File: src/rtl/core/mkar_pkg.sv
package mkar_pkg;

    localparam int NUM_KEYS_DEF = 16;
    localparam int CODE_W       = 4;
    localparam int OP_W         = 2;
    localparam int CNT_W        = 16;

    localparam logic [OP_W-1:0] OP_PRESS   = 2'd0;
    localparam logic [OP_W-1:0] OP_RELEASE = 2'd1;
    localparam logic [OP_W-1:0] OP_TICK    = 2'd2;

    localparam logic CFG_DELAY  = 1'b0;
    localparam logic CFG_PERIOD = 1'b1;

    localparam logic [CNT_W-1:0] DELAY_RST  = 16'd20;
    localparam logic [CNT_W-1:0] PERIOD_RST = 16'd4;

    typedef enum logic [1:0] {
        ST_IDLE,
        ST_WALK,
        ST_FLUSH
    } t_state;

endpackage

File: src/rtl/core/multi_key_auto_repeat.sv
// Channel   Direction  Handshake               Payload
// input     in         i_valid / o_ready       i_op, i_key
// result    out        o_valid / i_ready       o_event_code, o_last
// config    in         i_cfg_valid / o_cfg_ready  i_cfg_index, i_cfg_data
//
// Press: accept, then the result moves to the output register in ST_FLUSH, waiting while
// that register is full. Release and unused ops: accept only. Tick: accept, a RAM read,
// one key entry per cycle through the count/phase RAM unless a due key waits on a full
// output register, then a drain step and a flush step.
// Reset is synchronous: clears held marks and control, loads config defaults; RAM needs no clear
// since a press initialises an entry before its contents are ever used.
module multi_key_auto_repeat #(
    parameter int NUM_KEYS = mkar_pkg::NUM_KEYS_DEF
) (
    input  logic                        i_clk,
    input  logic                        i_rst_n,
    input  logic                        i_valid,
    output logic                        o_ready,
    input  logic [mkar_pkg::OP_W-1:0]   i_op,
    input  logic [mkar_pkg::CODE_W-1:0] i_key,
    output logic                        o_valid,
    input  logic                        i_ready,
    output logic [mkar_pkg::CODE_W-1:0] o_event_code,
    output logic                        o_last,
    input  logic                        i_cfg_valid,
    output logic                        o_cfg_ready,
    input  logic                        i_cfg_index,
    input  logic [mkar_pkg::CNT_W-1:0]  i_cfg_data
);

    localparam int KW = (NUM_KEYS > 1) ? $clog2(NUM_KEYS) : 1;
    localparam int CW = mkar_pkg::CODE_W;
    localparam int VW = mkar_pkg::CNT_W;
    localparam logic [KW-1:0] LAST_IDX = KW'(NUM_KEYS - 1);

    mkar_pkg::t_state r_state, n_state;

    logic [VW-1:0]       r_delay, r_period;
    logic [NUM_KEYS-1:0] r_held;
    logic [2*VW-1:0]     mem [NUM_KEYS];
    logic [2*VW-1:0]     r_rdata;

    logic          r_issuing;
    logic [KW-1:0] r_rd_idx;
    logic          r_s1_valid;
    logic [KW-1:0] r_s1_idx;

    logic          r_pend_valid;
    logic [CW-1:0] r_pend_code;
    logic          r_o_valid;
    logic [CW-1:0] r_o_code;
    logic          r_o_last;

    // combinational
    logic             out_free, in_take, key_ok;
    logic [KW+CW-1:0] key_ext, idx_ext;
    logic [KW-1:0]    key_idx;
    logic [CW-1:0]    s1_code;
    logic [VW-1:0]    s1_cnt, s1_ph;
    logic [VW:0]      ph_nx;
    logic             s1_held, s1_due, stall, walk_go, walk_done;
    logic             press_go, rel_go, tick_go;
    logic             mem_re, mem_we;
    logic [KW-1:0]    waddr;
    logic [2*VW-1:0]  wdata;
    logic             ld_walk, ld_flush;

    assign key_ext = {{KW{1'b0}}, i_key};
    assign key_idx = key_ext[KW-1:0];
    assign idx_ext = {{CW{1'b0}}, r_s1_idx};
    assign s1_code = idx_ext[CW-1:0];
    assign s1_cnt  = r_rdata[2*VW-1:VW];
    assign s1_ph   = r_rdata[VW-1:0];
    assign ph_nx   = {1'b0, s1_ph} + {{VW{1'b0}}, 1'b1};

    always_comb begin
        n_state = r_state;
        unique case (r_state)
            mkar_pkg::ST_IDLE: begin
                if (press_go) begin
                    n_state = mkar_pkg::ST_FLUSH;
                end else if (tick_go) begin
                    n_state = mkar_pkg::ST_WALK;
                end
            end
            mkar_pkg::ST_WALK: begin
                if (walk_done) begin
                    n_state = mkar_pkg::ST_FLUSH;
                end
            end
            mkar_pkg::ST_FLUSH: begin
                if (!r_pend_valid || out_free) begin
                    n_state = mkar_pkg::ST_IDLE;
                end
            end
            default: n_state = mkar_pkg::ST_IDLE;
        endcase
    end

    always_comb begin
        o_ready   = (r_state == mkar_pkg::ST_IDLE);
        out_free  = !r_o_valid || i_ready;
        in_take   = i_valid && o_ready;
        key_ok    = (int'(i_key) < NUM_KEYS);
        press_go  = in_take && (i_op == mkar_pkg::OP_PRESS) && key_ok;
        rel_go    = in_take && (i_op == mkar_pkg::OP_RELEASE) && key_ok;
        tick_go   = in_take && (i_op == mkar_pkg::OP_TICK);
        s1_held   = r_held[r_s1_idx];
        s1_due    = r_s1_valid && s1_held && (s1_cnt >= r_delay) && (s1_ph == '0);
        stall     = s1_due && r_pend_valid && !out_free;
        walk_go   = (r_state == mkar_pkg::ST_WALK) && !stall;
        walk_done = (r_state == mkar_pkg::ST_WALK) && !r_issuing && !r_s1_valid;
        mem_re    = walk_go && r_issuing;
        ld_walk   = walk_go && s1_due && r_pend_valid;
        ld_flush  = (r_state == mkar_pkg::ST_FLUSH) && r_pend_valid && out_free;
        mem_we    = press_go || (walk_go && r_s1_valid && s1_held);
        waddr     = press_go ? key_idx : r_s1_idx;
        if (press_go) begin
            wdata = '0;
        end else if (s1_cnt < r_delay) begin
            wdata = {s1_cnt + {{(VW-1){1'b0}}, 1'b1}, s1_ph};
        end else if (ph_nx >= {1'b0, r_period}) begin
            wdata = {s1_cnt, {VW{1'b0}}};
        end else begin
            wdata = {s1_cnt, ph_nx[VW-1:0]};
        end
    end

    assign o_cfg_ready  = 1'b1;
    assign o_valid      = r_o_valid;
    assign o_event_code = r_o_code;
    assign o_last       = r_o_last;

    // count/phase RAM
    always_ff @(posedge i_clk) begin
        if (mem_we) begin
            mem[waddr] <= wdata;
        end
        if (mem_re) begin
            r_rdata <= mem[r_rd_idx];
        end
    end

    always_ff @(posedge i_clk) begin
        if (!i_rst_n) begin
            r_state      <= mkar_pkg::ST_IDLE;
            r_delay      <= mkar_pkg::DELAY_RST;
            r_period     <= mkar_pkg::PERIOD_RST;
            r_held       <= '0;
            r_issuing    <= 1'b0;
            r_rd_idx     <= '0;
            r_s1_valid   <= 1'b0;
            r_pend_valid <= 1'b0;
            r_o_valid    <= 1'b0;
        end else begin
            r_state <= n_state;
            if (i_cfg_valid && o_cfg_ready) begin
                if (i_cfg_index == mkar_pkg::CFG_DELAY) begin
                    r_delay <= i_cfg_data;
                end else begin
                    r_period <= i_cfg_data;
                end
            end
            if (press_go) begin
                r_held[key_idx] <= 1'b1;
            end else if (rel_go) begin
                r_held[key_idx] <= 1'b0;
            end
            if (tick_go) begin
                r_issuing <= 1'b1;
                r_rd_idx  <= '0;
            end else if (mem_re) begin
                if (r_rd_idx == LAST_IDX) begin
                    r_issuing <= 1'b0;
                end else begin
                    r_rd_idx <= r_rd_idx + {{(KW-1){1'b0}}, 1'b1};
                end
            end
            if (walk_go) begin
                r_s1_valid <= r_issuing;
            end
            if (press_go || (walk_go && s1_due)) begin
                r_pend_valid <= 1'b1;
            end else if (ld_flush) begin
                r_pend_valid <= 1'b0;
            end
            if (ld_walk || ld_flush) begin
                r_o_valid <= 1'b1;
            end else if (i_ready) begin
                r_o_valid <= 1'b0;
            end
        end
    end

    always_ff @(posedge i_clk) begin
        if (walk_go) begin
            r_s1_idx <= r_rd_idx;
        end
        if (press_go) begin
            r_pend_code <= i_key;
        end else if (walk_go && s1_due) begin
            r_pend_code <= s1_code;
        end
        if (ld_walk || ld_flush) begin
            r_o_code <= r_pend_code;
            r_o_last <= ld_flush;
        end
    end

    a_idle_no_pend: assert property (@(posedge i_clk) disable iff (!i_rst_n)
        (r_state == mkar_pkg::ST_IDLE) |-> !r_pend_valid)
        else $error("pending request left over in idle");

    a_s1_only_walk: assert property (@(posedge i_clk) disable iff (!i_rst_n)
        (r_state != mkar_pkg::ST_WALK) |-> !r_s1_valid)
        else $error("walk stage busy outside walk");

    a_no_rw_clash: assert property (@(posedge i_clk) disable iff (!i_rst_n)
        (mem_we && mem_re) |-> (waddr != r_rd_idx))
        else $error("RAM read and write to same entry");

    a_press_pends: assert property (@(posedge i_clk) disable iff (!i_rst_n)
        press_go |=> (r_pend_valid && (r_state == mkar_pkg::ST_FLUSH)))
        else $error("press did not queue its request");

endmodule

File: config.mk
export PLATFORM = sky130hd
export DESIGN_NAME = multi_key_auto_repeat
export DESIGN_NICKNAME = d
export VERILOG_FILES = /design/src/rtl/core/mkar_pkg.sv /design/src/rtl/core/multi_key_auto_repeat.sv
export SDC_FILE = /design/constraint.sdc
export NUM_CORES = 1
export LEC_CHECK = 0
export BUFFER_PORTS_ARGS = -buffer_cell sky130_fd_sc_hd__buf_2
export CELL_PAD_IN_SITES_DETAIL_PLACEMENT = 1
export CELL_PAD_IN_SITES_GLOBAL_PLACEMENT = 2
export CORE_MARGIN = 5
export CORE_UTILIZATION = 40
export DETAILED_ROUTE_END_ITERATION = 12
export PLACE_DENSITY_LB_ADDON = 0.12
export RECOVER_POWER = 50
export SLEW_MARGIN = 15
export SYNTH_ARGS = -nofsm -noshare
export SYNTH_HDL_FRONTEND = slang
export SYNTH_SLANG_ARGS = --single-unit
File: constraint.sdc
create_clock -name i_clk -period 15.15 [get_ports i_clk]
set_input_delay 1.515 -clock i_clk [delete_from_list [all_inputs] [get_ports i_clk]]
set_output_delay 1.515 -clock i_clk [all_outputs]
set_load 0.05 [all_outputs]
* Yosys cells after proc, flatten, opt, wreduce, memory -nomap -nowiden
Memory sizes are Yosys's and may differ from the RTL's. A register that Yosys moved wholly into a read port is not among the register bits.
Cells that the tools add are included.
** Operators by class
- $lt $le $gt $ge :: 6
- Div/mod/pow operators :: 0
- $add $sub $neg :: 3
- $mul :: 0
- Equality and inequality tests :: 8
- Bitwise gates (word level) :: 6
- Mux-type cells :: 26
- Reduce and logical (&&, ||, !) cells :: 46
- Shift operators :: 0
** Operators by type and width (count)
- $mux 32 :: 2
- $mux 16 :: 3
- $logic_and 1x1->1 :: 20
- $add 16x1->17 const B :: 1
- $ge 17x16->1 :: 1
- $add 16x1->16 const B :: 1
- $and 16x16->16 :: 1
- $ge 16x16->1 :: 1
- $logic_not 16->1 :: 1
- $lt 16x16->1 :: 1
- $not 16->16 :: 1
- $or 16x16->16 :: 1
- $mux 4 :: 3
- $reduce_bool 2->1 :: 6
- $mux 1 :: 11
- $lt 4x5->1 const B :: 2
- $mux 2 :: 4
- $reduce_and 2->1 :: 4
- $logic_not 1->1 :: 6
- $pmux 2 s3 :: 1
- $logic_or 1x1->1 :: 5
- $add 4x1->4 const B :: 1
- $bmux 1 s4 :: 1
- $demux 1 s4 :: 1
- other kinds (10) :: 16
** Storage, ports and cells
- Bits in read-only memories :: 0
- Logic and storage cells :: 109
- Register bits :: 71
- Input port bits :: 28
- Bits in latches :: 0
- Memories :: 1
- Output and inout bits :: 8
- Memory bits (writable) :: 512
** Memory list
- mem :: depth 16, bits a word 32, read ports 1, clocked after Yosys merged registers in 1, write ports 1, line multi_key_auto_repeat.sv:40 : logic [2*VW-1:0] mem [NUM_KEYS];

* Longest topological paths before layout
- Word-level depth :: 14
- Mapped depth :: 14
- Depth with buffers taken out :: 14

* Worst setup path after synthesis
OpenSTA, ideal clock, no wires.
- Path kind :: input-to-reg
- Start :: input port i_op[0] in the netlist's numbering
- End :: memory mem[8][0] in the netlist's numbering (enable)
- Required time :: 14.637 ns
- Library setup time :: 0.513 ns
- Slack :: 8.743 ns
- Stages on the path :: 6
- Data arrival time :: 5.893 ns
- Path buffers :: 1
- Cell sequence :: clkbuf_1 nor2b_1 nand2_1 mux2i_1 nand2_1 nor4b_1
** On the way
- Word-level cells in the longest chain between the ends :: 5
- Elaborated cells between the ends (all ways) :: 6
- Those cells by class :: 3 x mux; 3 x reduce/logical
** RTL lines
- from (decl) :: line multi_key_auto_repeat.sv:19 : input logic [mkar_pkg::OP_W-1:0] i_op,
- $logic_not 2->1 * :: line multi_key_auto_repeat.sv:105 : press_go = in_take && (i_op == mkar_pkg::OP_PRESS) && key_ok;
- $logic_and 1x1->1 * :: line multi_key_auto_repeat.sv:105
- $logic_or 1x1->1 :: line multi_key_auto_repeat.sv:116 : mem_we = press_go || (walk_go && r_s1_valid && s1_held);
- $mux 1 :: line multi_key_auto_repeat.sv:136 : if (mem_we) begin
- $mux 1 (not written as such) :: line multi_key_auto_repeat.sv:137 : mem[waddr] <= wdata;
- to (decl) :: line multi_key_auto_repeat.sv:40
Mark *: on every way between the ends. The rest lies on a longest branch, timed or not.

==> impl_metrics.env <==
export IMPL_fin_cells=2306
export IMPL_slew_viol_final=535
export IMPL_dp_hpwl_mm=36.28
export IMPL_cp_cell_sequence="clkbuf_1 > clkbuf_1 > mux4_2 > mux4_2"
export IMPL_dr_pass1_iters=5
export IMPL_start_util=0.4028
export IMPL_period_share=0.5358
export IMPL_grt_busiest_layer="met2"
export IMPL_synth_cell_types=60
export IMPL_crit_buf_inv=2
export IMPL_grt_use_total=0.1786
export IMPL_p_leak_nw=8.723
export IMPL_path_max_fanout=39
export IMPL_cts_resized_gates=0
export IMPL_setup_viol=0
export IMPL_dieArea_sq_um=67110
export IMPL_end_kind="flop"
export IMPL_combPwrFrac=0.026
export IMPL_cpMaxStageDelayCell="clkbuf_1"
export IMPL_grt_pass1_wl_mm=89.40
export IMPL_ios=36
export IMPL_syn_area_per_cell_sq_um=18.47
export IMPL_clkPwrFrac=0.451
export IMPL_swShare=0.2077
export IMPL_vias_per_cell=5.499
export IMPL_dp_worst_setup_slack_ps=10300
export IMPL_first_global_vias=13570
export IMPL_postRouteAntennaNets=0
export IMPL_grt_use_met2=0.2869
export IMPL_hold_path_class="reg -> reg"
export IMPL_synthCells=1343
export IMPL_numPortBuffers=34
export IMPL_tightest_slew_ps=3761
export IMPL_drc_errors=0
export IMPL_start_kind="flop"
export IMPL_p_int_mw=2.828
export IMPL_min_period_ps=8117
export IMPL_drv_cap=16
export IMPL_die_height_um=259.1
export IMPL_power_density_nw_per_um2=126.8
export IMPL_synth_edf_count=557
export IMPL_p_switching_mw=0.7414
export IMPL_synth_nets=1407
export IMPL_vias=12680
export IMPL_synth_seq_cells=615
export IMPL_insertion_delay_ps=600
export IMPL_layout_nets=1480
export IMPL_finalHoldViolCount=0
export IMPL_violations="max-capacitance violations, max-slew violations"
export IMPL_rsz0062_at_grt="no"
export IMPL_drt_iter0_drc=947
export IMPL_power_frac_seq=0.523
export IMPL_syn_area_sq_um=24810
export IMPL_area_growth_pct=13.48
export IMPL_fmax_ghz=0.1232
export IMPL_antenna_found_initial=2
export IMPL_row_count=91
export IMPL_overflow=0
export IMPL_use_met3=0.03609
export IMPL_cts_buffers=69
export IMPL_grt_max_degree=57
export IMPL_max_slew_margin=-1.507
export IMPL_nFillCells=5762
export IMPL_post_cts_setup_buffers=0
export IMPL_crit_required_ps=15470
export IMPL_clock_root_buffer="clkbuf_16"
export IMPL_synth_main_ff_cell="edfxtp_1"
export IMPL_gp_congestion=0.7613
export IMPL_ctsHtreeMaxLevel=3
export IMPL_cts_reportedPaths_clkPinSlew_ps=60
export IMPL_clock_skew_ps=19.49
export IMPL_core_sq_um=61600
export IMPL_use_met1=0.2518
export IMPL_cts_tree="yes"
export IMPL_mostFrequentLayoutCells="edfxtp_1 (557), mux4_2 (162), nand2_1 (95)"
export IMPL_dp_cells=2181
export IMPL_drive_gt1_frac=0.2139
export IMPL_final_common_cell="edfxtp_1"
export IMPL_clkSinkCount=615
export IMPL_ys_seq_area_frac=0.7210
export IMPL_cp_top_family="buffers and inverters"
export IMPL_async_flop_share=0
export IMPL_setup_tns_ps=0
export IMPL_wire_per_inst_um=25.80
export IMPL_max_stage_delay_ps=2540
export IMPL_cp_arrival_ps=8440
export IMPL_synth_warnings=0
export IMPL_worst_slack_ps=7033
export IMPL_die_w_um=259.1
export IMPL_path_class="reg -> reg"
export IMPL_clock_path_buffers=3
export IMPL_cts_hold_buf=0
export IMPL_ir_drop_mv=0.09140
export IMPL_drt_wl_total_mm=59.49
export IMPL_status="finished with violations"
==> cell usage after synthesis (all sizes together), types with 3 or more instances <==
library cell | n | area (sq um)
a21o | 6 | 45.04
a21oi | 81 | 405.4
a22o | 11 | 96.34
a311oi | 17 | 166.4
a31oi | 3 | 18.77
and2 | 5 | 31.28
and3 | 10 | 62.56
and4 | 4 | 35.03
buf | 14 | 65.06
clkbuf | 49 | 187.7
dfxtp | 58 | 1161
edfxtp | 557 | 16730
ha | 36 | 450.4
inv | 51 | 191.4
mux2i | 8 | 80.08
mux4 | 162 | 3649
nand2 | 96 | 362.8
nand2b | 4 | 25.02
nand3 | 19 | 95.09
nand4 | 10 | 62.56
nor2 | 35 | 133.9
nor2b | 7 | 43.79
nor3 | 8 | 40.04
nor3b | 3 | 22.52
nor4b | 3 | 26.28
o211ai | 5 | 37.54
o21ai | 22 | 110.1
o31ai | 3 | 27.52
or3 | 15 | 93.84
xnor2 | 11 | 96.34
xor2 | 8 | 70.07
==> area by class of cell <==
| type | count | area (sq um) | share of cell area |
|---|---|---|---|
| Inverter | 51 | 191.4 | 0.006799 |
| Sequential cell | 615 | 17890 | 0.6354 |
| Clock inverter | 33 | 316.6 | 0.01124 |
| Antenna cell | 1 | 2.502 | 0.00008888 |
| Clock buffer | 90 | 1837 | 0.06524 |
| Timing Repair Buffer | 65 | 325.3 | 0.01155 |
| Multi-Input combinational cell | 614 | 6546 | 0.2325 |
| Tap cell | 837 | 1047 | 0.03720 |
==> sequential cells by signal (all words and copies together) (netlist names), named ones only <==
name	cells
mem	512
o_event_code	4
o_last	1
o_valid	1
r_delay	16
r_issuing	1
r_pend_code	4
r_pend_valid	1
r_period	16
r_rd_idx	4
r_rdata	32
r_s1_idx	4
r_s1_valid	1
r_state	2
==> power groups by stage <==
stage | Sequential [mW] | Clock (mW) | Combinational [mW]
2_1_floorplan | 1.90 | 0 | 0.0587
3_3_place_gp | 1.90 | 0 | 0.0925
3_5_place_dp | 1.90 | 0 | 0.0956
4_1_cts | 1.87 | 1.66 | 0.0958
5_1_grt | 1.87 | 1.74 | 0.103
6_report | 1.87 | 1.61 | 0.0931
==> path summary, 6_finish.rpt <==
path	startpoint	to	slack (ps)	depth (start not counted)
worst min-delay path	r_pend_code[0]	o_event_code[0]	450	0
worst min register to register	r_pend_code[0]	o_event_code[0]	450	0
worst max register to register	r_rd_idx[0]	r_rdata[12]	7030	4
worst max-delay path	r_rd_idx[0]	r_rdata[12]	7030	4
==> per-layer routing <==
layer,up-vias,share of wire
met4,0,0.026
li1,5582,-
met1,6762,0.46
met2,239,0.48
met5,-,0
met3,98,0.042
==> logic make-up (layout without fill, tap and decap cells) <==
logic type	Yosys count	in the layout	share of synthesized area
other cells	1	2	0.0001511
flops	615	615	0.7210
compound gates	161	161	0.04150
mux	171	171	0.1507
simple gates	226	226	0.04387
fa+ha+maj	36	36	0.01816
xor+xnor	19	19	0.006707
buf+inv	114	239	0.01790
==> per-stage QoR <==
stage	utilization	hold slack [ps]	instance area, sq um	power [mW]
after floorplan	-	400.3	24810	1.957
after global placement	0.4241	445.8	26120	1.993
after detailed placement	0.4242	441.8	26130	1.997
after CTS	0.4592	455.9	28280	3.619
after global routing	0.4570	460.2	28150	3.706
final	0.4571	451.3	28150	3.570
No activity file was read; power rests on OpenSTA's default activity.
